**src/rtl/rmq_pkg.sv**
```systemverilog
package rmq_pkg;

    // which trace sum won, and whether the winner was not positive
    typedef struct packed {
        logic       deg;
        logic [1:0] sel;
    } ctl_t;

    localparam logic [1:0] SEL_W = 2'd0;
    localparam logic [1:0] SEL_X = 2'd1;
    localparam logic [1:0] SEL_Y = 2'd2;
    localparam logic [1:0] SEL_Z = 2'd3;

endpackage

```
**src/rtl/rmq_div.sv**
```systemverilog
module rmq_div #(
    parameter int W = 16
) (
    input  logic                 aclk,
    input  logic                 aresetn,
    input  logic                 ce,
    input  logic                 in_valid,
    input  rmq_pkg::ctl_t        in_ctl,
    input  logic [W-1:0]         in_b,
    input  logic signed [W:0]    in_num [3],
    output logic                 out_valid,
    output rmq_pkg::ctl_t        out_ctl,
    output logic [W-1:0]         out_b,
    output logic                 out_neg [3],
    output logic                 out_ovf [3],
    output logic [W-2:0]         out_q [3]
);
    import rmq_pkg::*;

    localparam int F  = W - 2;
    localparam int NW = 2 * W;
    localparam int QB = F + 1;

    logic          v_reg   [QB+1];
    ctl_t          ctl_reg [QB+1];
    logic [W-1:0]  b_reg   [QB+1];
    logic          neg_reg [QB+1][3];
    logic          ovf_reg [QB+1][3];
    logic [NW-1:0] rem_reg [QB+1][3];
    logic [QB-1:0] q_reg   [QB+1][3];

    logic [W:0]    mag  [3];
    logic [NW-1:0] numr [3];
    logic [NW-1:0] lim;

    // magnitude scaled, plus half the divisor for rounding to nearest, ties away from zero
    always_comb begin
        lim = NW'(in_b) << QB;
        for (int l = 0; l < 3; l++) begin
            mag[l]  = in_num[l][W] ? (W+1)'(-in_num[l]) : (W+1)'(in_num[l]);
            numr[l] = (NW'(mag[l]) << (F - 2)) + NW'(in_b >> 1);
        end
    end

    always_ff @(posedge aclk) begin
        if (!aresetn) begin
            v_reg[0] <= 1'b0;
        end else if (ce) begin
            v_reg[0] <= in_valid;
        end
        if (ce) begin
            ctl_reg[0] <= in_ctl;
            b_reg[0]   <= in_b;
            for (int l = 0; l < 3; l++) begin
                neg_reg[0][l] <= in_num[l][W];
                ovf_reg[0][l] <= numr[l] >= lim;
                rem_reg[0][l] <= numr[l];
                q_reg[0][l]   <= '0;
            end
        end
    end

    // restoring division, one quotient bit per stage on each lane
    for (genvar s = 0; s < QB; s++) begin : g_step
        localparam int K = QB - 1 - s;
        logic [NW-1:0] dv;
        logic          take [3];

        always_comb begin
            dv = NW'(b_reg[s]) << K;
            for (int l = 0; l < 3; l++) begin
                take[l] = rem_reg[s][l] >= dv;
            end
        end

        always_ff @(posedge aclk) begin
            if (!aresetn) begin
                v_reg[s+1] <= 1'b0;
            end else if (ce) begin
                v_reg[s+1] <= v_reg[s];
            end
            if (ce) begin
                ctl_reg[s+1] <= ctl_reg[s];
                b_reg[s+1]   <= b_reg[s];
                for (int l = 0; l < 3; l++) begin
                    neg_reg[s+1][l] <= neg_reg[s][l];
                    ovf_reg[s+1][l] <= ovf_reg[s][l];
                    rem_reg[s+1][l] <= take[l] ? rem_reg[s][l] - dv : rem_reg[s][l];
                    q_reg[s+1][l]   <= take[l] ? (q_reg[s][l] | (QB'(1) << K)) : q_reg[s][l];
                end
            end
        end
    end

    assign out_valid = v_reg[QB];
    assign out_ctl   = ctl_reg[QB];
    assign out_b     = b_reg[QB];
    assign out_neg   = neg_reg[QB];
    assign out_ovf   = ovf_reg[QB];
    assign out_q     = q_reg[QB];

endmodule

```
**config.mk**
```make
export PLATFORM = sky130hd
export DESIGN_NAME = rmq_div
export DESIGN_NICKNAME = d
export VERILOG_FILES = /design/src/rtl/rmq_pkg.sv /design/src/rtl/rmq_div.sv
export SDC_FILE = /design/constraint.sdc
export NUM_CORES = 2
export LEC_CHECK = 0
export ABC_CLOCK_PERIOD_IN_PS = 3750
export CORE_MARGIN = 3
export CORE_UTILIZATION = 55
export DETAILED_ROUTE_END_ITERATION = 8
export DONT_BUFFER_PORTS = 1
export GPL_TIMING_DRIVEN = 0
export PLACE_DENSITY_LB_ADDON = 0.2
export SYNTH_ARGS = -nofsm -noshare
export SYNTH_HDL_FRONTEND = slang
export SYNTH_SLANG_ARGS = --single-unit
```
**constraint.sdc**
```tcl
create_clock -name aclk -period 3.75 [get_ports aclk]
set_input_delay 0.1875 -clock aclk [delete_from_list [all_inputs] [get_ports aclk]]
set_output_delay 0.1875 -clock aclk [all_outputs]
set_load 0.1 [all_outputs]
```
==> run_results.csv <==
group,metric,value,unit
min_path,hp-start,"ce",
critical_path,worst-r2r-cell-count,11,
place,gp_congestion,0.994,
global_routing,grt_max_degree,266,
logic_synthesis,synth_edf_count,1867,
drt,drt_iter0_markers,6710,
sta,tightest_slew,1.37,ns
sta,skew,0.110,ns
die,die-area,204000,um2
drt,vias_per_cell,6.05,
logic_synthesis,synth_top_family_by_area,"compound AO/OA/AOI/OAI gates",
global_routing,grt_use_total,28.9,%
place,port_buffers,0,
global_routing,first_global_vias,76356,
logic_synthesis,ys.flop_type,"edfxtp_1",
logic_synthesis,synth_fa_ha_area_share,9.47,%
sta,fin_crit_sh,98.4,%
critical_path,r2r_end,"rem_reg[6][29]",
clock_tree,h-tree-depth,4,
place,place_inst,12487,
layout,fin_util,62.1,%
sta,worst_slack,0.0582,ns
place,place_worst_setup_slack,-1.13,ns
layout,multi_input_area,50300,um2
sta,tns,0,ns
min_path,hold_class,"in2reg",
critical_path,path_max_fanout,7,
critical_path,worstPathRequired,4.28,ns
pwr,powerDensity,720,nW/um2
global_routing,grt_pass1_wl,452000,um
die,die_h,451,um
sta,final.min_clock_period,3.69,ns
logic_synthesis,yosys.area_share.simple,13.4,%
layout,stdcell_count,13009,
logic_synthesis,yosysTopAreaCellShare,51.4,%
die,die_w,451,um
critical_path,reg2reg_slack,0.06,ns
critical_path,critPathLaunchType,"flop",
logic_synthesis,yosysSeqAreaShare,51.5,%
critical_path,worstPathArrival,4.22,ns
pwr,leakage,46.0,nW
place,dp_hpwl,232000,um
global_routing,antenna_found_initial,9,
clock_tree,clock_path_buffers,3,
die,num_rows,162,
logic_synthesis,synth_xor_area_share,7.09,%
logic_synthesis,netlist_instances,9850,
sta,slew-limit-headroom,8.87,%
drt,routed_wl,300000,um
layout,layout-drive-gt1-share,8.47,%
clock_tree,cts_inserted_buffers,197,
logic_synthesis,ys.warnings.count,0,
layout,layout.area.seq,56100,um2
sta,fmax,271,MHz
flow_run,max-cap-violations,0,
drt,drc,0,
drt,first_pass_iters,9,
layout,fillers,15621,
layout,syn_to_final_growth,11.7,%
logic_synthesis,syn_area,109000,um2
sta,drv_slew,0,
drt,postRouteAntennaNets,0,
min_path,min_delay_path_depth,1,
logic_synthesis,synth_compound_area_share,13.9,%
clock_tree,cts_tree,"built",
layout,largest_reg_flops,1097,
critical_path,critPathKind,"reg2reg",
critical_path,r2r_start,"b_reg[0][90]",
logic_synthesis,synthDistinctLibCells,95,
sta,setup_viol,0,
clock_tree,clk_latency,0.88,ns
pwr,peakVddDrop,0.542,mV
critical_path,cpPeakStageDelay,0.58,ns
sta,whs,0.0401,ns
logic_synthesis,syn_area_per_cell,11.1,um2
drt,wl_per_cell,23.0,um
drt,vias,78758,
sta,finalHoldViolCount,0,
logic_synthesis,ys_seq_elements,1868,
critical_path,setup.worst_path.end_class,"flop",
outcome,status,"complete, no violations",
die,core,196000,um2
layout,layout.nets,11090,
clock_tree,clkTransAtPathRegs,0.06,ns
clock_tree,cts-root-buf,"clkbuf_16",
logic_synthesis,synth_area_leader_cell,"edfxtp_1",
critical_path,critical_path.slowest_cell,"a2111oi_0",
clock_tree,cts.sinks,1868,
global_routing,grt-ovfl-total,0,
die,boundaryPins,145,
critical_path,crit_chain,"clkinvlp_4, ha_1, fa_1, nor2b_1, o21ai_0, a21boi_0, o211ai_1, a21oi_1, o21a_1, a2111oi_0, xor2_1",
logic_synthesis,ys_top_cells_by_area,"edfxtp_1, ha_1, xnor2_1, xor2_1, a21oi_1",
die,start_util,55.6,%
logic_synthesis,muxShareOfSynthArea,1.74,%
logic_synthesis,async_flop_share,0,%
min_path,hold-path-endpoint,"ctl_reg[1][13]",
## how the worst max path moves through the flow
stage	startpoint	endpoint	slack (ns)
after global routing	b_reg[0][90]	rem_reg[6][31]	-0.11
after floorplan	in_num[1]	ovf_reg[0][0]	0.05
final	b_reg[0][90]	rem_reg[6][29]	0.06
after global placement	in_num[33]	ovf_reg[0][1]	-1.19
after detailed placement	in_num[33]	ovf_reg[0][1]	-1.13
after CTS	b_reg[0][32]	rem_reg[3][60]	0.0003
## cell usage in the layout, fill, tap and decap left out, types with 48 or more instances in the layout
cell type      instances
ha_1                 744
nand2_1              737
nor2b_1              117
o211ai_1              73
nand4_1              116
o21a_1               134
xnor2_1              447
edfxtp_1            1867
dlygate4sd3_1        122
clkbuf_2              66
clkbuf_1             119
mux2_2               145
nor2_1               727
nand3_1              183
o31ai_1               82
nor3_1               257
a21oi_1              666
a21o_1               224
clkbuf_16            197
and3_1                78
inv_1                519
nand2b_1             131
buf_4                106
a31oi_1               74
o21bai_1              52
nor4_1               146
xor2_1               430
or2_2                 51
o21ai_0              595
or3_1                143
a211oi_1              93
or4_1                 48
## cell families (layout without fill, tap and decap cells)
kind of cell / after synthesis / count (layout)
adder cells (fa/ha/maj): 798 / 798
multiplexers: 171 / 171
buffers and inverters: 799 / 1326
XOR/XNOR: 882 / 882
other: 1 / 9
AND/OR/NAND/NOR: 2939 / 2939
flip-flops: 1868 / 1868
AO/OA/AOI/OAI: 2392 / 2392
## critical path, delay by kind of cell, from the launching register on
kind                       cells  cell delay (ns)
AOI/OAI and AO/OA              6             1.81
and+or+nand+nor                1             0.06
DFF                            1             0.46
xor gates and xnor gates       1             0.13
adders and majority gates      2             0.68
buffers and inverters          1             0.25
## synth_stat cells (77+ instances only)
master,count
ha_1,753
o21ai_0,605
o21a_1,134
mux2_2,145
a211oi_1,99
a31oi_1,77
xnor2_1,450
o31ai_1,87
clkbuf_1,167
and3_1,78
edfxtp_1,1867
xor2_1,432
nor3_1,262
or3_1,143
nor2_1,730
nor4_1,157
nand2_1,740
nand2b_1,131
inv_1,532
nand4_1,116
nand3_1,184
a21oi_1,681
nor2b_1,118
a21o_1,224
## repair_timing
| action | in CTS | in global routing |
|---|---|---|
| gates resized for setup | 148 | 121 |
| hold endpoints to repair | 271 | 0 |
| gates cloned | 0 | 0 |
| pin swaps | 6 | 11 |
| setup endpoints to repair | 658 | 506 |
| buffers inserted | 14 | 23 |
| hold buffers | 124 | 0 |
## power breakdown
| part | switching (mW) | total (mW) | leakage (nW) | internal, mW |
|---|---|---|---|---|
| combinational | 19.5 | 33.4 | 24.8 | 13.8 |
| clock | 8.47 | 20.2 | 3.26 | 11.7 |
| sequential | 3.98 | 34.0 | 17.9 | 30.0 |
## routing by layer
metal / track usage, % / vias up / part of all wire [%]
li1: - / 37671 / -
met1: 36.9 / 37912 / 41
met2: 48.7 / 2576 / 48
met3: 4.60 / 599 / 6.2
met4: 12.8 / 0 / 5.0
met5: 0 / - / 0
## cell type report
class                      count  area share (%)
timing repair buffer         168            1.45
multi-input combinational   7188            41.3
buffer                       261            1.18
clock inverter               139            1.48
antenna                        3         0.00617
sequential                  1868            46.1
tap                         2624            2.70
clock buffer                 224            4.13
inverter                     534            1.68
## metrics by stage
stage               power, mW  instance area (um2)
CTS                      87.3               121000
floorplan                56.8               109000
global placement         65.6               112000
detailed placement       66.4               113000
finish                   87.6               122000
global route             92.9               122000
Power figures use the tool's default switching activity.
