<file path="src/rtl/rmq_pkg.sv">
package rmq_pkg;

    // which trace sum won, and whether the winner was not positive
    typedef struct packed {
        logic       deg;
        logic [1:0] sel;
    } ctl_t;

    localparam logic [1:0] SEL_W = 2'd0;
    localparam logic [1:0] SEL_X = 2'd1;
    localparam logic [1:0] SEL_Y = 2'd2;
    localparam logic [1:0] SEL_Z = 2'd3;

endpackage

</file>
<file path="src/rtl/rmq_sqrt.sv">
module rmq_sqrt #(
    parameter int W = 16
) (
    input  logic                 aclk,
    input  logic                 aresetn,
    input  logic                 ce,
    input  logic                 in_valid,
    input  rmq_pkg::ctl_t        in_ctl,
    input  logic [2*W-3:0]       in_rad,
    input  logic signed [W:0]    in_num [3],
    output logic                 out_valid,
    output rmq_pkg::ctl_t        out_ctl,
    output logic [W-1:0]         out_b,
    output logic signed [W:0]    out_num [3]
);
    import rmq_pkg::*;

    localparam int RW = 2 * W - 2;
    localparam int SB = W - 1;

    logic              v_reg    [SB+1];
    ctl_t              ctl_reg  [SB+1];
    logic [RW-1:0]     rem_reg  [SB+1];
    logic [SB-1:0]     root_reg [SB+1];
    logic signed [W:0] num_reg  [SB+1][3];

    logic              vo_reg;
    ctl_t              ctlo_reg;
    logic [W-1:0]      b_reg;
    logic signed [W:0] numo_reg [3];

    always_ff @(posedge aclk) begin
        if (!aresetn) begin
            v_reg[0] <= 1'b0;
        end else if (ce) begin
            v_reg[0] <= in_valid;
        end
        if (ce) begin
            ctl_reg[0]  <= in_ctl;
            rem_reg[0]  <= in_rad;
            root_reg[0] <= '0;
            num_reg[0]  <= in_num;
        end
    end

    // one root bit per stage, most significant first
    for (genvar s = 0; s < SB; s++) begin : g_step
        localparam int K = SB - 1 - s;
        logic [RW-1:0] trial;
        logic          take;

        always_comb begin
            trial = (RW'(root_reg[s]) << (K + 1)) | (RW'(1) << (2 * K));
            take  = rem_reg[s] >= trial;
        end

        always_ff @(posedge aclk) begin
            if (!aresetn) begin
                v_reg[s+1] <= 1'b0;
            end else if (ce) begin
                v_reg[s+1] <= v_reg[s];
            end
            if (ce) begin
                ctl_reg[s+1]  <= ctl_reg[s];
                rem_reg[s+1]  <= take ? rem_reg[s] - trial : rem_reg[s];
                root_reg[s+1] <= take ? (root_reg[s] | (SB'(1) << K)) : root_reg[s];
                num_reg[s+1]  <= num_reg[s];
            end
        end
    end

    // round to nearest: remainder is x - r*r
    always_ff @(posedge aclk) begin
        if (!aresetn) begin
            vo_reg <= 1'b0;
        end else if (ce) begin
            vo_reg <= v_reg[SB];
        end
        if (ce) begin
            ctlo_reg <= ctl_reg[SB];
            b_reg    <= (rem_reg[SB] > RW'(root_reg[SB])) ? W'(root_reg[SB]) + W'(1)
                                                          : W'(root_reg[SB]);
            numo_reg <= num_reg[SB];
        end
    end

    assign out_valid = vo_reg;
    assign out_ctl   = ctlo_reg;
    assign out_b     = b_reg;
    assign out_num   = numo_reg;

endmodule

</file>
<file path="config.mk">
export PLATFORM = sky130hd
export DESIGN_NAME = rmq_sqrt
export DESIGN_NICKNAME = d
export VERILOG_FILES = /design/src/rtl/rmq_pkg.sv /design/src/rtl/rmq_sqrt.sv
export SDC_FILE = /design/constraint.sdc
export NUM_CORES = 1
export LEC_CHECK = 0
export ABC_AREA = 1
export BUFFER_PORTS_ARGS = -buffer_cell sky130_fd_sc_hd__buf_2
export CAP_MARGIN = 20
export CORE_UTILIZATION = 65
export CTS_BUF_LIST = sky130_fd_sc_hd__clkbuf_2
export CTS_CLUSTER_DIAMETER = 80
export CTS_CLUSTER_SIZE = 14
export DETAILED_ROUTE_END_ITERATION = 8
export PLACE_DENSITY = 0.92
export RECOVER_POWER = 25
export SYNTH_ARGS = -nofsm -noshare
export SYNTH_HDL_FRONTEND = slang
export SYNTH_SLANG_ARGS = --single-unit
export TNS_END_PERCENT = 20
</file>
<file path="constraint.sdc">
create_clock -name aclk -period 2.35 [get_ports aclk]
set_input_delay 0.235 -clock aclk [delete_from_list [all_inputs] [get_ports aclk]]
set_output_delay 0.235 -clock aclk [all_outputs]
set_load 0.03 [all_outputs]
</file>
==> metrics, run 1 <==
worst-case reg-to-reg path depth=9; Netlist cell types=47; Min-Delay Path Depth=0; gr ovfl total=0; combinational power share=0.179; vias in the first global route=38300; reg-to-reg slack, setup=-0.27 ns; Synth Net Count=4955; Finished Layout Cells=6819; first-pass GRT wire length=216000 um; routed vias/inst=5.70; CP Capture Type=register; cell-internal power=38.6 mW; # port buffers=158; syn_area_per_cell=13.1 um2; H-tree depth=3; violated checks=max-capacitance violations, max-slew violations, negative setup slack; CTS Root Cell=clkbuf_2; actual slew at the worst max-slew pin=1.55 ns; Inst Count DP=6342; fill cell count=5533; max reg flops=816; clock share of power=0.180; critical path class=reg2reg; Fin. Hold Viols=0; Pleak=28.2 nW; PD cells=758 nW/um2; post-synthesis cell area=61900 um2; final setup fails=28; Finished Cell Area=71500 um2; final worst slack=-0.268 ns; FP Rows=112; die area=96500 um2; CTS tree=done; status=finished with violations; skew final=0.155 ns; CP arrival=3.86 ns; initial antenna violation count=5; most frequent cells in the layout=1549 x edfxtp_1, 1047 x nand2_1, 570 x inv_1, 400 x nor2_1, 267 x buf_4; RSZ-0062 raised after global routing=true; post-placement cell area=66200 um2; cells after synthesis=4718; pre-CTS setup slack=-0.232 ns; Final ANT Viol Nets=0; most common cell after layout, fill and taps aside=edfxtp_1; worst-path fanout max=5; crit path time final=2.62 ns; Initial Util=0.659; Hold/Removal Path Class=reg2reg; post-synthesis sequential area ratio=0.752; Skew-Pair Late Insertion Delay=1.57 ns; sequential group share of total power=0.641; number of enable flip-flop cells after synthesis=1549; Synth top area share=0.752; flops & latches, synth=1551; pin count of the biggest net entering global routing=110; Req. time, crit path=3.59 ns; vias=38900; period utilization=1.11; fraction of layout instances using a drive strength above 1=0.146; final core utilization=0.762; DRC Markers=0; Area Overhead vs Synth=15.5%; Register Area=46600 um2; die height=311 um; final net count=5779; biggest area consumer among synthesized cells=edfxtp_1; CORE AREA=93900 um2; Max-slew headroom=-0.0326; Initial DRT Pass Iterations=9; Switching Share=0.288; clk buf depth=3; Die W=311 um; Max Freq=382 MHz; multi-input logic area=13800 um2; Total Wirelength=148000 um; clock sinks=1551; Routed WL per cell=21.7 um; GPL Wtd Cong=0.973; Ys Warns=0; DP HPWL=94700 um; clock transition at the registers of the reported paths=0.34 ns; Post-synth ARST share=0; total of max-cap violations=1; io pins=159; Detailed Route Iter0 Violations=3982; total global-route track usage=0.297; Main synth FF type=edfxtp_1; Area contributors post-synth=edfxtp_1 75%, nand2_1 6.5%, inv_1 3.5%, ha_1 3.0%, nor2_1 2.5%; peak supply drop=0.704 mV; switching power of the nets=15.6 mW; setup TNS=-3.39 ns; max-slew violations=29; Setup crit start kind=register; CTS buffer count=121
## what timing repair did
item | CTS | global route
endpoints found under the setup margin | 152 | 265
setup buffers | 4 | 57
hold buffers | 264 | 0
cloned | 1 | 5
pin swaps | 1 | 20
hold endpoints to repair | 1650 | 0
gates resized for setup | 158 | 177
## worst max-delay path, stage by stage (launching register included)
cell      delay [ns]
edfxtp_1        0.54
ha_4            0.35
nand2_1         0.08
nor2_2          0.15
nand4_1         0.21
nor3_2          0.23
buf_4           0.17
buf_4           0.14
nor2b_4         0.06
a21oi_1         0.40
## synth_stat cells, drive strengths merged, types with 28 or more instances
cell and count:
inv 589, nor2 429, xor2 84, edfxtp 1549, xnor2 47, nor3 50
nand3 242, o21ai 139, nand4 61, nand2 1081, a21oi 156, ha 149
buf 28, nand3b 38
## per-stage QoR
stage                     power, mW  hold WS (ns)
after floorplan                39.5         0.334
final                          54.2         0.337
after global placement         43.0         0.400
after detailed placement       43.4         0.405
after global routing           56.2         0.362
after CTS                      53.0         0.269
## worst paths after layout
| path | startpoint | endpoint |
|---|---|---|
| worst max-delay path | rem_reg[5][20] | rem_reg[6][28] |
| worst min register to register | num_reg[6][3] | num_reg[7][3] |
| worst max register to register | rem_reg[5][20] | rem_reg[6][28] |
| worst min-delay path | num_reg[6][3] | num_reg[7][3] |
## final cells by class
class	count	share of cell area
diodes	4	0.000140
clock buffers	131	0.00917
flip-flops and latches	1551	0.651
repair buffers	727	0.0924
inverters	589	0.0310
clock inverters	11	0.00187
well taps	1254	0.0219
multi-input cells	2552	0.192
## power groups by stage
stage	clock [mW]	sequential [mW]	combinational [mW]
floorplan	0	34.6	4.88
global placement	0	35.0	8.01
detailed placement	0	35.1	8.21
CTS	9.72	34.5	8.70
global route	10.9	34.9	10.5
finish	9.78	34.7	9.70
## routing by layer
metal | routed length, um | part of all wire | GRT usage
met1 | 53700 | 0.36 | 0.359
met2 | 75000 | 0.51 | 0.523
met3 | 10500 | 0.071 | 0.0383
met4 | 8740 | 0.059 | 0.154
met5 | 0 | 0 | 0
## logic make-up after synthesis
family / Yosys count / share of synthesized area
and+or+nand+nor: 1948 / 0.132
DFF: 1551 / 0.752
buffers and inverters: 619 / 0.0394
AOI/OAI and AO/OA: 320 / 0.0275
adders and majority gates: 149 / 0.0301
xor gates and xnor gates: 131 / 0.0185
Note: power is estimated with default switching activity, not from simulation.
==> inputs of run 2 (changes only) <==
Settings changed: PLACE_DENSITY 0.92 to 0.82.
==> metrics, run 2 (same netlist as run 1, synthesis figures left out) <==
status=finished with violations; violated checks=negative setup slack; Detailed Route Iter0 Violations=3700; max-slew violations=0; vias=38000; DRC Markers=0; skew final=0.139 ns; clk buf depth=3; reg-to-reg slack, setup=-0.09 ns; PD cells=751 nW/um2; most common cell after layout, fill and taps aside=edfxtp_1; first-pass GRT wire length=207000 um; Initial DRT Pass Iterations=8; worst-path fanout max=4; clock sinks=1551; io pins=159; Top Layer Used=met5; Skew-Pair Late Insertion Delay=1.53 ns; Fin. Hold Viols=0; Setup crit start kind=register; die area=96500 um2; critical path class=reg2reg; Hold/Removal Path Class=reg2reg; CORE AREA=93900 um2; routed vias/inst=5.55; initial antenna violation count=6; pin count of the biggest net entering global routing=125; total of max-cap violations=0; fill cell count=5759; Initial Util=0.659; Final ANT Viol Nets=0; Area Overhead vs Synth=15.1%; Met2 Routed Length=71900 um; Metal-1 WL=50500 um; setup TNS=-0.304 ns; final net count=5781; Req. time, crit path=3.68 ns; die height=311 um; period utilization=1.04; crit path time final=2.44 ns; Max Freq=410 MHz; Pleak=28.2 nW; fraction of layout instances using a drive strength above 1=0.140; met3 WL=8060 um; CTS Root Cell=clkbuf_2; GPL Wtd Cong=0.905; Routed WL per cell=20.2 um; Max-slew headroom=0.109; total global-route track usage=0.283; final setup fails=12; CTS tree=done; FP Rows=112; actual slew at the worst max-slew pin=1.34 ns; CP arrival=3.77 ns; most frequent cells in the layout=1549 x edfxtp_1, 1060 x nand2_1, 570 x inv_1, 401 x nor2_1, 277 x buf_4; # port buffers=158; clock transition at the registers of the reported paths=0.28 ns; DP HPWL=90000 um; H-tree depth=3; Die W=311 um; final hold slack=0.339 ns; RSZ-0062 raised after global routing=true; max reg flops=816; final worst slack=-0.0888 ns; Total Wirelength=138000 um; vias in the first global route=38100; gr ovfl total=0; CTS buffer count=121; CP Capture Type=register; peak supply drop=0.527 mV
run 2: through the flow:
stage | util | cell area (um2) | worst slack [ns] | cells | power, mW
2_1_floorplan | - | 61900 | 0.369 | 4718 | 39.5
3_3_place_gp | 0.707 | 66400 | -0.0612 | 6361 | 42.8
3_5_place_dp | 0.707 | 66400 | -0.0338 | 6361 | 43.1
4_1_cts | 0.749 | 70300 | -0.206 | 6784 | 52.7
5_1_grt | 0.759 | 71300 | -0.197 | 6841 | 55.8
6_report | 0.759 | 71300 | -0.0888 | 6843 | 53.5
run 2: routing by layer:
layer	up-vias	GRT usage
li1	17900	-
met1	18000	0.326
met2	1620	0.516
met3	451	0.0389
met4	2	0.143
met5	-	0
run 2: layout make-up:
class | count | area, um2 | area share
Antenna cell | 8 | 20.0 | 0.000281
Clock buffer | 150 | 751 | 0.0105
Clock inverter | 10 | 90.1 | 0.00126
Inverter | 589 | 2220 | 0.0312
Multi-Input combinational cell | 2549 | 13400 | 0.189
Sequential cell | 1551 | 46600 | 0.653
Tap cell | 1254 | 1570 | 0.0220
Timing Repair Buffer | 732 | 6620 | 0.0928
run 2: path summary, 6_finish.rpt:
path                   start  cells after the start               to
min          num_reg[11][39]                      0  num_reg[12][39]
min reg2reg  num_reg[11][39]                      0  num_reg[12][39]
max reg2reg  root_reg[1][51]                     11  rem_reg[12][28]
max          root_reg[1][51]                     11  rem_reg[12][28]
run 2: what timing repair did:
action | 4_1_cts | 5_1_grt
setup buffers | 0 | 49
hold endpoints to repair | 1650 | 0
pin swaps | 0 | 15
gates cloned | 0 | 2
hold buffers | 263 | 0
gates resized for setup | 149 | 120
endpoints found under the setup margin | 89 | 239
run 2: power by group:
| part | total [mW] | switching [mW] | internal (mW) | leakage, nW |
|---|---|---|---|---|
| logic | 9.07 | 5.52 | 3.56 | 12.5 |
| clock network | 9.84 | 8.09 | 1.75 | 0.666 |
| registers | 34.6 | 1.39 | 33.2 | 15.1 |
run 2: worst max-delay path: stages, from the launching register on:
cell and delay, ns:
edfxtp_1 0.46, inv_1 0.06, ha_1 0.37, nand2_1 0.16, buf_4 0.20, nor2_1 0.19, inv_1 0.07, o211ai_1 0.29
nand2_1 0.16, nand2_1 0.11, nand2_1 0.05, a21oi_1 0.20
