--- src/rtl/rmq_pkg.sv ---
package rmq_pkg;

    // which trace sum won, and whether the winner was not positive
    typedef struct packed {
        logic       deg;
        logic [1:0] sel;
    } ctl_t;

    localparam logic [1:0] SEL_W = 2'd0;
    localparam logic [1:0] SEL_X = 2'd1;
    localparam logic [1:0] SEL_Y = 2'd2;
    localparam logic [1:0] SEL_Z = 2'd3;

endpackage

--- src/rtl/rmq_front.sv ---
module rmq_front #(
    parameter int W = 16
) (
    input  logic                 aclk,
    input  logic                 aresetn,
    input  logic                 ce,
    input  logic                 in_valid,
    input  logic signed [W-1:0]  in_m [9],
    output logic                 out_valid,
    output rmq_pkg::ctl_t        out_ctl,
    output logic [2*W-3:0]       out_rad,
    output logic signed [W:0]    out_num [3]
);
    import rmq_pkg::*;

    localparam int F  = W - 2;
    localparam int RW = 2 * W - 2;
    localparam logic signed [W+1:0] ONE_T = (W+2)'(1) << F;

    logic                v1_reg;
    logic signed [W+1:0] t_reg [4];
    logic signed [W:0]   d21_reg, d02_reg, d10_reg, s10_reg, s02_reg, s21_reg;

    logic                v2_reg;
    ctl_t                ctl_reg;
    logic [RW-1:0]       rad_reg;
    logic signed [W:0]   num_reg [3];

    logic signed [W+1:0] e00, e11, e22;
    logic [1:0]          sel_next;
    logic signed [W+1:0] tmax;
    logic                deg_next;

    always_comb begin
        e00 = (W+2)'(in_m[0]);
        e11 = (W+2)'(in_m[4]);
        e22 = (W+2)'(in_m[8]);
    end

    always_ff @(posedge aclk) begin
        if (!aresetn) begin
            v1_reg <= 1'b0;
        end else if (ce) begin
            v1_reg <= in_valid;
        end
        if (ce) begin
            t_reg[0] <= ONE_T + e00 + e11 + e22;
            t_reg[1] <= ONE_T + e00 - e11 - e22;
            t_reg[2] <= ONE_T - e00 + e11 - e22;
            t_reg[3] <= ONE_T - e00 - e11 + e22;
            d21_reg  <= (W+1)'(in_m[7]) - (W+1)'(in_m[5]);
            d02_reg  <= (W+1)'(in_m[2]) - (W+1)'(in_m[6]);
            d10_reg  <= (W+1)'(in_m[3]) - (W+1)'(in_m[1]);
            s10_reg  <= (W+1)'(in_m[3]) + (W+1)'(in_m[1]);
            s02_reg  <= (W+1)'(in_m[2]) + (W+1)'(in_m[6]);
            s21_reg  <= (W+1)'(in_m[7]) + (W+1)'(in_m[5]);
        end
    end

    // largest trace, lowest index wins ties
    always_comb begin
        sel_next = SEL_W;
        tmax     = t_reg[0];
        if (t_reg[1] > tmax) begin
            sel_next = SEL_X;
            tmax     = t_reg[1];
        end
        if (t_reg[2] > tmax) begin
            sel_next = SEL_Y;
            tmax     = t_reg[2];
        end
        if (t_reg[3] > tmax) begin
            sel_next = SEL_Z;
            tmax     = t_reg[3];
        end
        deg_next = (tmax <= 0);
    end

    always_ff @(posedge aclk) begin
        if (!aresetn) begin
            v2_reg <= 1'b0;
        end else if (ce) begin
            v2_reg <= v1_reg;
        end
        if (ce) begin
            ctl_reg.deg <= deg_next;
            ctl_reg.sel <= sel_next;
            rad_reg     <= deg_next ? '0 : (RW'(tmax[W:0]) << (F - 2));
            case (sel_next)
                SEL_W: begin
                    num_reg[0] <= d21_reg; num_reg[1] <= d02_reg; num_reg[2] <= d10_reg;
                end
                SEL_X: begin
                    num_reg[0] <= d21_reg; num_reg[1] <= s10_reg; num_reg[2] <= s02_reg;
                end
                SEL_Y: begin
                    num_reg[0] <= d02_reg; num_reg[1] <= s10_reg; num_reg[2] <= s21_reg;
                end
                default: begin
                    num_reg[0] <= d10_reg; num_reg[1] <= s02_reg; num_reg[2] <= s21_reg;
                end
            endcase
        end
    end

    assign out_valid = v2_reg;
    assign out_ctl   = ctl_reg;
    assign out_rad   = rad_reg;
    assign out_num   = num_reg;

endmodule

--- config.mk ---
export PLATFORM = sky130hd
export DESIGN_NAME = rmq_front
export DESIGN_NICKNAME = d
export VERILOG_FILES = /design/src/rtl/rmq_pkg.sv /design/src/rtl/rmq_front.sv
export SDC_FILE = /design/constraint.sdc
export NUM_CORES = 1
export LEC_CHECK = 0
export BUFFER_PORTS_ARGS = -buffer_cell sky130_fd_sc_hd__buf_4
export CORE_ASPECT_RATIO = 1.75
export CORE_MARGIN = 1.5
export CORE_UTILIZATION = 36
export CTS_BUF_LIST = sky130_fd_sc_hd__clkbuf_8 sky130_fd_sc_hd__clkbuf_16
export DETAILED_ROUTE_END_ITERATION = 8
export SLEW_MARGIN = 0
export SYNTH_ARGS = -nofsm -noshare
export SYNTH_HDL_FRONTEND = slang
export SYNTH_SLANG_ARGS = --single-unit
--- constraint.sdc ---
create_clock -name aclk -period 8.69 [get_ports aclk]
set_input_delay 2.1725 -clock aclk [delete_from_list [all_inputs] [get_ports aclk]]
set_output_delay 2.1725 -clock aclk [all_outputs]
set_load 0.05 [all_outputs]
==> metrics.md, run 1 <==
| Metric | Value |
|---|---|
| Status | complete, no violations |
| WL final | 58,280 µm |
| Chip width | 178.3 µm |
| PwrDens | 401.7 nW/µm² |
| Yosys cell types | 71 |
| Final Util | 42.45% |
| Unrepaired setup endpoints after global routing | no |
| Switching pwr | 0.004499 W |
| Yosys warns | 0 |
| Internal | 0.004581 W |
| Largest family of logic cells by synthesized area | adder cells |
| Worst Setup SP | t_reg[0][9]$_DFFE_PP_ |
| Num rows | 112 |
| Worst setup EP type | flop |
| Per-cell routed wire length | 20.35 µm |
| Post-Syn Area | 19,360 µm² |
| R2R cell count | 36 |
| Worst-path clk slew | 0.07 ns |
| Syn_area_per_cell | 10.03 µm² |
| EDFF count, synth | 240 |
| Mux cell area share after synthesis | 2.915% |
| Net Sw Frac | 49.55% |
| Final WS setup | 0.6003 ns |
| Register area share after synthesis | 37.43% |
| Clk root buf | clkbuf_16 |
| Worst-Skew Late Latency | 0.56 ns |
| Cell count after synthesis | 1,930 |
| Routed vias | 14,793 |
| Crit-path leading delay family | compound AO/OA/AOI/OAI gates |
| Period utilisation layout | 93.09% |
| Max transition margin | 27.43% |
| First-pass DRT Iterations | 5 |
| Final #Nets | 2,609 |
| Worst Path Buf+Inv | 6 |
| Final hold vios | 0 |
| Reg2reg setup slack | 0.60 ns |
| Die Span Y | 309.8 µm |
| Synth Area in Adders | 22.29% |
| Slowest stage cell, crit path | or3_1 |
| Crit-path most repeated cell | buf_4 |
| M2 GR Usage | 42.77% |
| Post-Synth XOR/XNOR Area | 4.841% |
| Synthesized flop and latch total | 242 |
| ANT cells | 0 |
| Critical path depth | 36 |
| Most common cell after layout, fill and taps aside | inv_1 |
| Clk sinks | 242 |
| Hold Buf Count CTS | 0 |
| Simple-gate area share of the yosys netlist | 10.78% |
| R2r endpoint | out_ctl[2]$_DFFE_PP_ |
| Hold crit path type | flop to flop |
| Skew final | 0.01820 ns |
| Startpoint class of the critical path | flop |
| Layout cells sized above 1 | 13.67% |
| FFs w/ async S/R, synth | 0% |
| Total of max-cap violations | 0 |
| Placement Cell Area | 21,770 µm² |
| Critical path class | flop to flop |
| Area grow syn2layout | 16.75% |
| Most frequent cells in the layout | inv_1, edfxtp_1, buf_4 |
| First-pass GRT wire length | 86,800 µm |
| CP required | 8.99 ns |
| TritonCTS clock tree | built |
| Fin. max-slew vios | 0 |
| Vias in the first global route | 15,521 |
| Peak Freq | 0.1236 GHz |
| Post-layout min period | 8.090 ns |
| Met1 Resource Use GR | 19.60% |
| Top FF cell, synth | edfxtp_1 |
| Initial antenna violation count | 1 |
| Worst-path fanout max | 20 |
| Aggregate global routing overflow | 0 |
| Final GP Congestion | 0.9517 |
| Initial Util | 36.36% |
| Final setup viols | 0 |
| Core area | 53,250 µm² |
| Worst-Margin Slew | 1.089 ns |
| Seq pwr share | 25.2% |
| Largest register FFs | 70 |
| Drt drc | 0 |
| Maximum buffer depth of the clock tree | 3 |
| Port buffer count | 219 |
| Post-placement setup slack | 0.4238 ns |
| Worst EP arrival | 8.39 ns |
| VDD IR max | 0.4287 mV |
| Met3 Resource Use GR | 2.770% |
| Vias/cell | 5.165 |
| RR Startpoint | t_reg[0][9]$_DFFE_PP_ |
| Clock network power share | 11.3% |
| H-tree Lvls | 1 |
| Logic pwr share | 63.5% |
| DRT antenna net count | 0 |
| GR Util All Layers | 21.27% |
| Pin count of the biggest net entering global routing | 131 |
| Fin Setup TNS | 0 ns |
| DRT iter0 DRCs | 744 |
| CP Capture Point | out_ctl[2]$_DFFE_PP_ |
| Boundary Pins | 233 |
| Design Area, Final | 22,600 µm² |
| Compound-Gate Fraction of Synth Area | 15.31% |
| Cts bufs inserted | 26 |
| Busiest layer in global routing | met2 |
| Dpl hpwl | 48,470 µm |
| Die area | 55,230 µm² |
| Worst stage delay on the critical path | 0.51 ns |
| Leak | 10.05 nW |
[worst min-delay path, delay by kind of cell, from the launching register on]
family | cells | cell delay, ns
AND/OR/NAND/NOR | 1 | 0.09
multiplexers | 1 | 0.06
flip-flops | 1 | 0.33
[stage by stage]
stage	cells	hold WS [ns]	power, W
detailed placement	2812	0.5080	0.008063
finish	2864	0.5224	0.009080
floorplan	1942	0.4824	0.006134
global route	2864	0.5663	0.009762
CTS	2858	0.5258	0.009117
global placement	2812	0.4987	0.007985
[synthesized netlist by cell type, types with 11 or more instances]
cell	count	area, µm²
a21boi_0	28	210.2
a21o_1	33	247.7
a21oi_1	122	610.6
and2_1	11	68.82
and3_1	25	156.4
buf_4	16	120.1
clkbuf_1	21	78.83
edfxtp_1	240	7207
fa_1	75	1501
ha_1	224	2803
inv_1	258	968.4
mux2i_1	53	530.5
nand2_1	113	424.2
nand2b_1	19	118.9
nand3_1	22	110.1
nor2_1	132	495.5
nor2b_1	36	225.2
nor3_1	24	120.1
nor4_1	15	93.84
o21ai_0	139	695.7
o21ai_1	28	140.1
o21bai_1	21	157.7
o22ai_1	16	100.1
xnor2_1	82	718.2
xor2_1	25	219.0
[power groups by stage]
stage               registers (W)  logic [W]  clock network (W)
floorplan                 0.00277    0.00337                  0
global placement          0.00232    0.00567                  0
detailed placement        0.00231    0.00576                  0
CTS                       0.00230    0.00577            0.00105
global route              0.00232    0.00636            0.00109
finish                    0.00229    0.00577            0.00102
[worst min-delay path by stage]
stage                                   to                   start  slack, ns  cells past startpoint
finish              out_valid$_SDFFE_PN0P_  out_valid$_SDFFE_PN0P_       0.52                      2
global route        out_valid$_SDFFE_PN0P_  out_valid$_SDFFE_PN0P_       0.57                      2
CTS                 out_valid$_SDFFE_PN0P_  out_valid$_SDFFE_PN0P_       0.53                      2
detailed placement  out_valid$_SDFFE_PN0P_  out_valid$_SDFFE_PN0P_       0.51                      2
global placement       v1_reg$_SDFFE_PN0P_     v1_reg$_SDFFE_PN0P_       0.50                      2
floorplan              v1_reg$_SDFFE_PN0P_     v1_reg$_SDFFE_PN0P_       0.48                      2
[routing by layer]
layer | up-vias | share of wire, %
met4 | 0 | 6.8
li1 | 7196 | -
met3 | 132 | 4.3
met2 | 387 | 56
met5 | - | 0
met1 | 7078 | 33
[timing repair]
| action | CTS | global route |
|---|---|---|
| setup buffers | 0 | 6 |
| endpoints found under the setup margin | 0 | 12 |
| resized for setup | 0 | 2 |
[cell type report]
type / count / area (µm²)
Inverter: 258 / 968.4
Clock inverter: 20 / 115.1
Sequential cell: 242 / 7247
Clock buffer: 26 / 650.6
Fill cell: 5247 / 30650
Tap cell: 684 / 855.8
Timing Repair Buffer: 242 / 1837
Multi-Input combinational cell: 1392 / 10930
[cell families after synthesis]
family,after synthesis
AO/OA/AOI/OAI,481
XOR/XNOR,107
flip-flops,242
adder cells (fa/ha/maj),300
buffers and inverters,308
multiplexers,56
AND/OR/NAND/NOR,435
other,1
Note: power is estimated with default switching activity, not from simulation.
==> run 2, diff against run 1 <==
--- a/config.mk
+++ b/config.mk
@@ -7,7 +7,7 @@
 export LEC_CHECK = 0
 export BUFFER_PORTS_ARGS = -buffer_cell sky130_fd_sc_hd__buf_4
 export CORE_ASPECT_RATIO = 1.75
-export CORE_MARGIN = 1.5
+export CORE_MARGIN = 4
 export CORE_UTILIZATION = 36
 export CTS_BUF_LIST = sky130_fd_sc_hd__clkbuf_8 sky130_fd_sc_hd__clkbuf_16
 export DETAILED_ROUTE_END_ITERATION = 8
==> run 2 against run 1 <==
  * Via count grew 0.27%
  * Fmax increased by 0.45%
  * Sequential share of layout area decreased by 0.081 points
  * Sequential cell count is the same
  * Design area grew 0.25%
  * Sequential power barely moved
  * Critical path depth shrank 3
  * Critical path type unchanged
  * Largest power group unchanged
  * Highest routed layer is now met5
==> metrics.md, run 2 (synthesis gave the netlist of run 1 again) <==
| Metric | Value |
|---|---|
| Status | complete, no violations |
| Final #Nets | 2,605 (-0.15%) |
| VDD IR max | 0.3643 mV (-15%) |
| Initial Util | 36.36% (unchanged) |
| Period utilisation layout | 92.67% (-0.42 points) |
| Seq pwr share | 25.0% (-0.2 points) |
| Clk sinks | 242 (unchanged) |
| Worst stage delay on the critical path | 0.55 ns (+0.04 ns) |
| Worst-Margin Slew | 1.082 ns (-0.006904 ns) |
| DRT iter0 DRCs | 791 (+6.3%) |
| Initial antenna violation count | 1 (unchanged) |
| Crit-path most repeated cell | o21a_1 |
| Final setup viols | 0 (unchanged) |
| Die Span Y | 314.8 µm (+1.6%) |
| Final Util | 42.55% (+0.11 points) |
| Per-cell routed wire length | 20.51 µm (+0.77%) |
| TritonCTS clock tree | built |
| Logic pwr share | 62.8% (-0.7 points) |
| Layout Cells excl Fill | 2,862 (-0.070%) |
| Clk root buf | clkbuf_16 |
| Core area | 53,250 µm² (unchanged) |
| Vias/cell | 5.183 (+0.34%) |
| Worst EP arrival | 8.34 ns (-0.05 ns) |
| Critical path class | flop to flop |
| CP required | 8.97 ns (-0.02 ns) |
| Design Area, Final | 22,660 µm² (+0.25%) |
| Pin count of the biggest net entering global routing | 134 (+2.3%) |
| Post-layout min period | 8.053 ns (-0.03633 ns) |
| Skew final | 0.02056 ns (+0.002359 ns) |
| Most common cell after layout, fill and taps aside | inv_1 |
| Internal | 0.004661 W (+1.7%) |
| First-pass DRT Iterations | 5 (unchanged) |
| ANT cells | 0 (unchanged) |
| Port buffer count | 219 (unchanged) |
| Post_cts resized | 0 (unchanged) |
| Final WS setup | 0.6366 ns (+0.03632 ns) |
| Placement Cell Area | 21,780 µm² (about the same) |
| Layout cells sized above 1 | 13.77% (+0.10 points) |
| Peak Freq | 0.1242 GHz (+0.45%) |
| Total of max-cap violations | 0 (unchanged) |
| GR Util All Layers | 19.79% (-1.5 points) |
| Area grow syn2layout | 17.05% |
| Worst setup EP type | flop |
| Max transition margin | 27.89% (+0.46 points) |
| Drt drc | 0 (unchanged) |
| Slowest stage cell, crit path | or3_1 |
| Net Sw Frac | 48.92% (-0.64 points) |
| Maximum buffer depth of the clock tree | 3 (unchanged) |
| Post-CTS setup buffer count | 0 (unchanged) |
| Hold path depth | 2 (unchanged) |
| Worst-path clk slew | 0.07 ns (about the same) |
| Post-placement setup slack | 0.4211 ns (-0.002738 ns) |
| Worst-path fanout max | 36 (+80%) |
| Vias in the first global route | 15,513 (-0.052%) |
| First-pass GRT wire length | 86,960 µm (+0.18%) |
| Placed cells | 2,811 (-0.036%) |
| PwrDens | 402.6 nW/µm² (+0.22%) |
| WL final | 58,690 µm (+0.70%) |
| Dpl hpwl | 48,640 µm (+0.34%) |
| Hold crit path type | flop to flop |
| Switching pwr | 0.004463 W (-0.81%) |
| Final hold vios | 0 (unchanged) |
| Routed vias | 14,833 (+0.27%) |
| H-tree Lvls | 1 (unchanged) |
| Cts bufs inserted | 26 (unchanged) |
| Unrepaired setup endpoints after global routing | no |
| Largest register FFs | 70 (unchanged) |
| Hold Buf Count CTS | 0 (unchanged) |
| Final GP Congestion | 0.9063 (-4.8%) |
| Clock network power share | 12.2% (+0.9 points) |
| Die area | 57,700 µm² (+4.5%) |
| Fin Setup TNS | 0 ns (unchanged) |
| Chip width | 183.3 µm (+2.8%) |
| Worst-Skew Late Latency | 0.55 ns (about the same) |
| Leak | 10.07 nW (+0.22%) |
| Startpoint class of the critical path | flop |
| Most frequent cells in the layout | inv_1, edfxtp_1, buf_4 |
| Fin. max-slew vios | 0 (unchanged) |
| Boundary Pins | 233 (unchanged) |
| Aggregate global routing overflow | 0 (unchanged) |
| DRT antenna net count | 0 (unchanged) |
| R2R cell count | 33 (-8.3%) |
| Num rows | 112 (unchanged) |
[run 2: changes by cell type in the layout (fill, tap and decap cells not counted), moves of 2 or more]
cell,before,now
buf_4,240,235
bufinv_16,0,2
clkinv_4,3,1
clkinv_2,3,6
clkinvlp_4,1,3
clkinv_1,7,3
[run 2: worst max-delay path: cells and delay by family, from the launching register on]
family | cells | cell delay (ns)
and+or+nand+nor | 13 | 3.02
AOI/OAI and AO/OA | 13 | 2.44
DFF | 1 | 0.41
muxes | 1 | 0.54
buffers and inverters | 3 | 0.55
adders and majority gates | 3 | 0.82
[run 2: final cells by class]
type / count / area, µm²
sequential: 242 / 7247
timing repair buffer: 238 / 1819
clock inverter: 21 / 172.7
tap: 684 / 855.8
fill: 5168 / 30590
clock buffer: 27 / 675.6
inverter: 258 / 968.4
multi-input combinational: 1392 / 10920
[run 2: power by group through the flow]
stage | clock [W] | sequential [W] | combinational [W]
detailed placement | 0 | 0.00229 | 0.00575
global route | 0.00119 | 0.00231 | 0.00631
global placement | 0 | 0.00230 | 0.00564
finish | 0.00112 | 0.00228 | 0.00573
CTS | 0.00114 | 0.00228 | 0.00575
floorplan | 0 | 0.00277 | 0.00337
[run 2: per-stage QoR]
step | hold slack, ns | power, W
floorplan | 0.4824 | 0.006134
global placement | 0.4978 | 0.007942
detailed placement | 0.5193 | 0.008039
CTS | 0.5341 | 0.009180
global route | 0.5644 | 0.009809
finish | 0.5310 | 0.009124
[run 2: final timing paths]
path                                              from                      to  slack (ns)
worst max-delay path             t_reg[0][4]$_DFFE_PP_    out_ctl[2]$_DFFE_PP_        0.64
worst min-delay path            out_valid$_SDFFE_PN0P_  out_valid$_SDFFE_PN0P_        0.53
worst max register to register   t_reg[0][4]$_DFFE_PP_    out_ctl[2]$_DFFE_PP_        0.64
worst min register to register  out_valid$_SDFFE_PN0P_  out_valid$_SDFFE_PN0P_        0.53
[run 2: metal layers]
| metal | global-route usage (%) | up-vias | part of all wire (%) |
|---|---|---|---|
| met3 | 2.955 | 107 | 5.0 |
| met2 | 41.06 | 409 | 58 |
| li1 | - | 7203 | - |
| met1 | 18.57 | 7112 | 33 |
| met5 | 0 | - | 0.019 |
| met4 | 8.234 | 2 | 4.5 |
==> run 3, diff against run 2 <==
--- a/config.mk
+++ b/config.mk
@@ -5,13 +5,15 @@
 export SDC_FILE = /design/constraint.sdc
 export NUM_CORES = 1
 export LEC_CHECK = 0
-export BUFFER_PORTS_ARGS = -buffer_cell sky130_fd_sc_hd__buf_4
 export CORE_ASPECT_RATIO = 1.75
 export CORE_MARGIN = 4
 export CORE_UTILIZATION = 36
 export CTS_BUF_LIST = sky130_fd_sc_hd__clkbuf_8 sky130_fd_sc_hd__clkbuf_16
+export CTS_CLUSTER_SIZE = 12
 export DETAILED_ROUTE_END_ITERATION = 8
+export DONT_BUFFER_PORTS = 1
 export SLEW_MARGIN = 0
 export SYNTH_ARGS = -nofsm -noshare
 export SYNTH_HDL_FRONTEND = slang
 export SYNTH_SLANG_ARGS = --single-unit
+export TNS_END_PERCENT = 30
==> run 3 against run 2 <==
  * Clock power about the same
  * Worst setup slack got worse by 0.076 ns
  * Register-to-register slack got worse by 0.08 ns
  * Die area did not move
  * Global-route usage is 0.062 points higher
  * Sequential power increased by 29%
  * Critical path depth fell by 2
  * Sequential cell count unchanged
  * Sequential share of layout area is 2.5 points higher
  * Cell count is 7.5% lower
==> metrics.md, run 3 (synthesis gave the netlist of run 1 again) <==
| Metric | Value |
|---|---|
| Status | complete, no violations |
| Clk root buf | clkbuf_16 |
| Worst-Margin Slew | 0.9397 ns (-0.1420 ns) |
| Largest register FFs | 70 (unchanged) |
| DRT antenna net count | 0 (unchanged) |
| Die area | 57,700 µm² (unchanged) |
| RR Startpoint | t_reg[0][4]$_DFFE_PP_ |
| First-pass GRT wire length | 86,570 µm (-0.44%) |
| Worst stage delay on the critical path | 0.61 ns (+0.06 ns) |
| Hold crit path type | flop to flop |
| Vias/cell | 5.286 (+2.0%) |
| Die Span Y | 314.8 µm (unchanged) |
| ANT cells | 0 (unchanged) |
| Layout Cells excl Fill | 2,646 (-7.5%) |
| Crit-path most repeated cell | ha_1 |
| Fin Setup TNS | 0 ns (unchanged) |
| Skew final | 0.02839 ns (+0.007829 ns) |
| Placement Cell Area | 20,160 µm² (-7.4%) |
| Hold Slack | 0.5216 ns (-0.009345 ns) |
| Chip width | 183.3 µm (unchanged) |
| First-pass DRT Iterations | 5 (unchanged) |
| Worst Setup SP | t_reg[0][4]$_DFFE_PP_ |
| Worst-path clk slew | 0.07 ns (about the same) |
| Final setup viols | 0 (unchanged) |
| Most common cell after layout, fill and taps aside | inv_1 |
| VDD IR max | 0.4811 mV (+32%) |
| Final GP Congestion | 0.9125 (+0.68%) |
| Worst-Skew Late Latency | 0.57 ns (+0.02 ns) |
| Hold Buf Count CTS | 0 (unchanged) |
| Post-layout min period | 8.130 ns (+0.07617 ns) |
| Period utilisation layout | 93.55% (+0.88 points) |
| Worst setup EP type | flop |
| Leak | 9.029 nW (-10%) |
| TritonCTS clock tree | built |
| Maximum buffer depth of the clock tree | 3 (unchanged) |
| WL final | 58,600 µm (-0.14%) |
| Placed cells | 2,597 (-7.6%) |
| Design Area, Final | 21,020 µm² (-7.2%) |
| Worst EP arrival | 8.45 ns (+0.11 ns) |
| CP required | 9.01 ns (+0.04 ns) |
| Worst-path fanout max | 19 (-47%) |
| Boundary Pins | 233 (unchanged) |
| Aggregate global routing overflow | 0 (unchanged) |
| Unrepaired setup endpoints after global routing | no |
| Num rows | 112 (unchanged) |
| Per-cell routed wire length | 22.15 µm (+8.0%) |
| Critical path class | flop to flop |
| GR Util All Layers | 19.85% (+0.062 points) |
| CP Capture Point | out_ctl[2]$_DFFE_PP_ |
| Core area | 53,250 µm² (unchanged) |
| Routed vias | 13,987 (-5.7%) |
| Total of max-cap violations | 0 (unchanged) |
| Initial antenna violation count | 0 (-1) |
| Design Power | 0.008924 W (-2.2%) |
| Pin count of the biggest net entering global routing | 243 (+81%) |
| R2r endpoint | out_ctl[2]$_DFFE_PP_ |
| FILL cells | 5,245 (+1.5%) |
| Port buffer count | 0 (-100%) |
| PwrDens | 424.5 nW/µm² (+5.4%) |
| H-tree Lvls | 1 (unchanged) |
| Reg2reg setup slack | 0.56 ns (-0.08 ns) |
| Most frequent cells in the layout | inv_1, edfxtp_1, ha_1 |
| Cts bufs inserted | 27 (+3.8%) |
| DRT iter0 DRCs | 720 (-9.0%) |
| Initial Util | 36.36% (unchanged) |
| Startpoint class of the critical path | flop |
| Dpl hpwl | 48,130 µm (-1.0%) |
| Final #Nets | 2,393 (-8.1%) |
| Peak Freq | 0.1230 GHz (-0.94%) |
| Vias in the first global route | 14,796 (-4.6%) |
| Slowest stage cell, crit path | or3_1 |
| Fin. max-slew vios | 0 (unchanged) |
| Layout cells sized above 1 | 4.179% (-9.6 points) |
| Drt drc | 0 (unchanged) |
| Max transition margin | 37.35% (+9.5 points) |
| Final hold vios | 0 (unchanged) |
| Clk sinks | 242 (unchanged) |
| Area grow syn2layout | 8.570% |
| R2R cell count | 31 (-6.1%) |
-- run 3: worst min path at each step --
stage,start,to,cells after the start
final,v1_reg$_SDFFE_PN0P_,v1_reg$_SDFFE_PN0P_,2
after detailed placement,v1_reg$_SDFFE_PN0P_,v1_reg$_SDFFE_PN0P_,2
after global placement,v1_reg$_SDFFE_PN0P_,v1_reg$_SDFFE_PN0P_,2
after global routing,s21_reg[1]$_DFFE_PP_,out_num[1]$_DFFE_PP_,2
after floorplan,v1_reg$_SDFFE_PN0P_,v1_reg$_SDFFE_PN0P_,2
after CTS,v1_reg$_SDFFE_PN0P_,v1_reg$_SDFFE_PN0P_,2
-- run 3: stage by stage --
step	utilization [%]	setup WS [ns]
2_1_floorplan	-	1.180
3_3_place_gp	37.86	0.4675
3_5_place_dp	37.86	0.2988
4_1_cts	39.39	0.3029
5_1_grt	39.47	0.01434
6_report	39.47	0.5605
-- run 3: cell type report --
| type | instances | area, µm² | area share, % |
|---|---|---|---|
| multi-input combinational | 1392 | 10920 | 51.96 |
| sequential | 242 | 7247 | 34.48 |
| inverter | 258 | 968.4 | 4.607 |
| tap | 684 | 855.8 | 4.072 |
| clock buffer | 27 | 675.6 | 3.214 |
| timing repair buffer | 25 | 212.7 | 1.012 |
| clock inverter | 18 | 137.6 | 0.6548 |
-- run 3: power breakdown --
part           internal (W)  switching, W  leakage, nW  total, W
clock network      0.000619      0.000486        0.413   0.00110
registers           0.00203      0.000909         2.38   0.00294
logic               0.00181       0.00307         6.24   0.00488
-- run 3: metal layers --
| layer | GRT usage [%] | wire length [µm] | vias up | share of wire (%) |
|---|---|---|---|---|
| met5 | 0 | 0 | - | 0 |
| met4 | 8.489 | 2758 | 0 | 4.7 |
| met1 | 17.57 | 18190 | 6775 | 31 |
| li1 | - | - | 6768 | - |
| met3 | 4.848 | 3864 | 99 | 6.6 |
| met2 | 40.91 | 33790 | 345 | 58 |
-- run 3: worst max-delay path: cells and delay by family, from the launching register on --
family          cells  cell delay [ns]
buf+inv             3             0.62
flops               1             0.43
fa+ha+maj           3             0.91
mux                 1             0.58
compound gates     12             2.88
simple gates       12             2.46
-- run 3: what timing repair did --
item | in CTS | in global routing
gates resized for setup | 0 | 0
endpoints found under the setup margin | 0 | 47
setup buffers | 0 | 4
endpoints found under the hold margin | 0 | 0
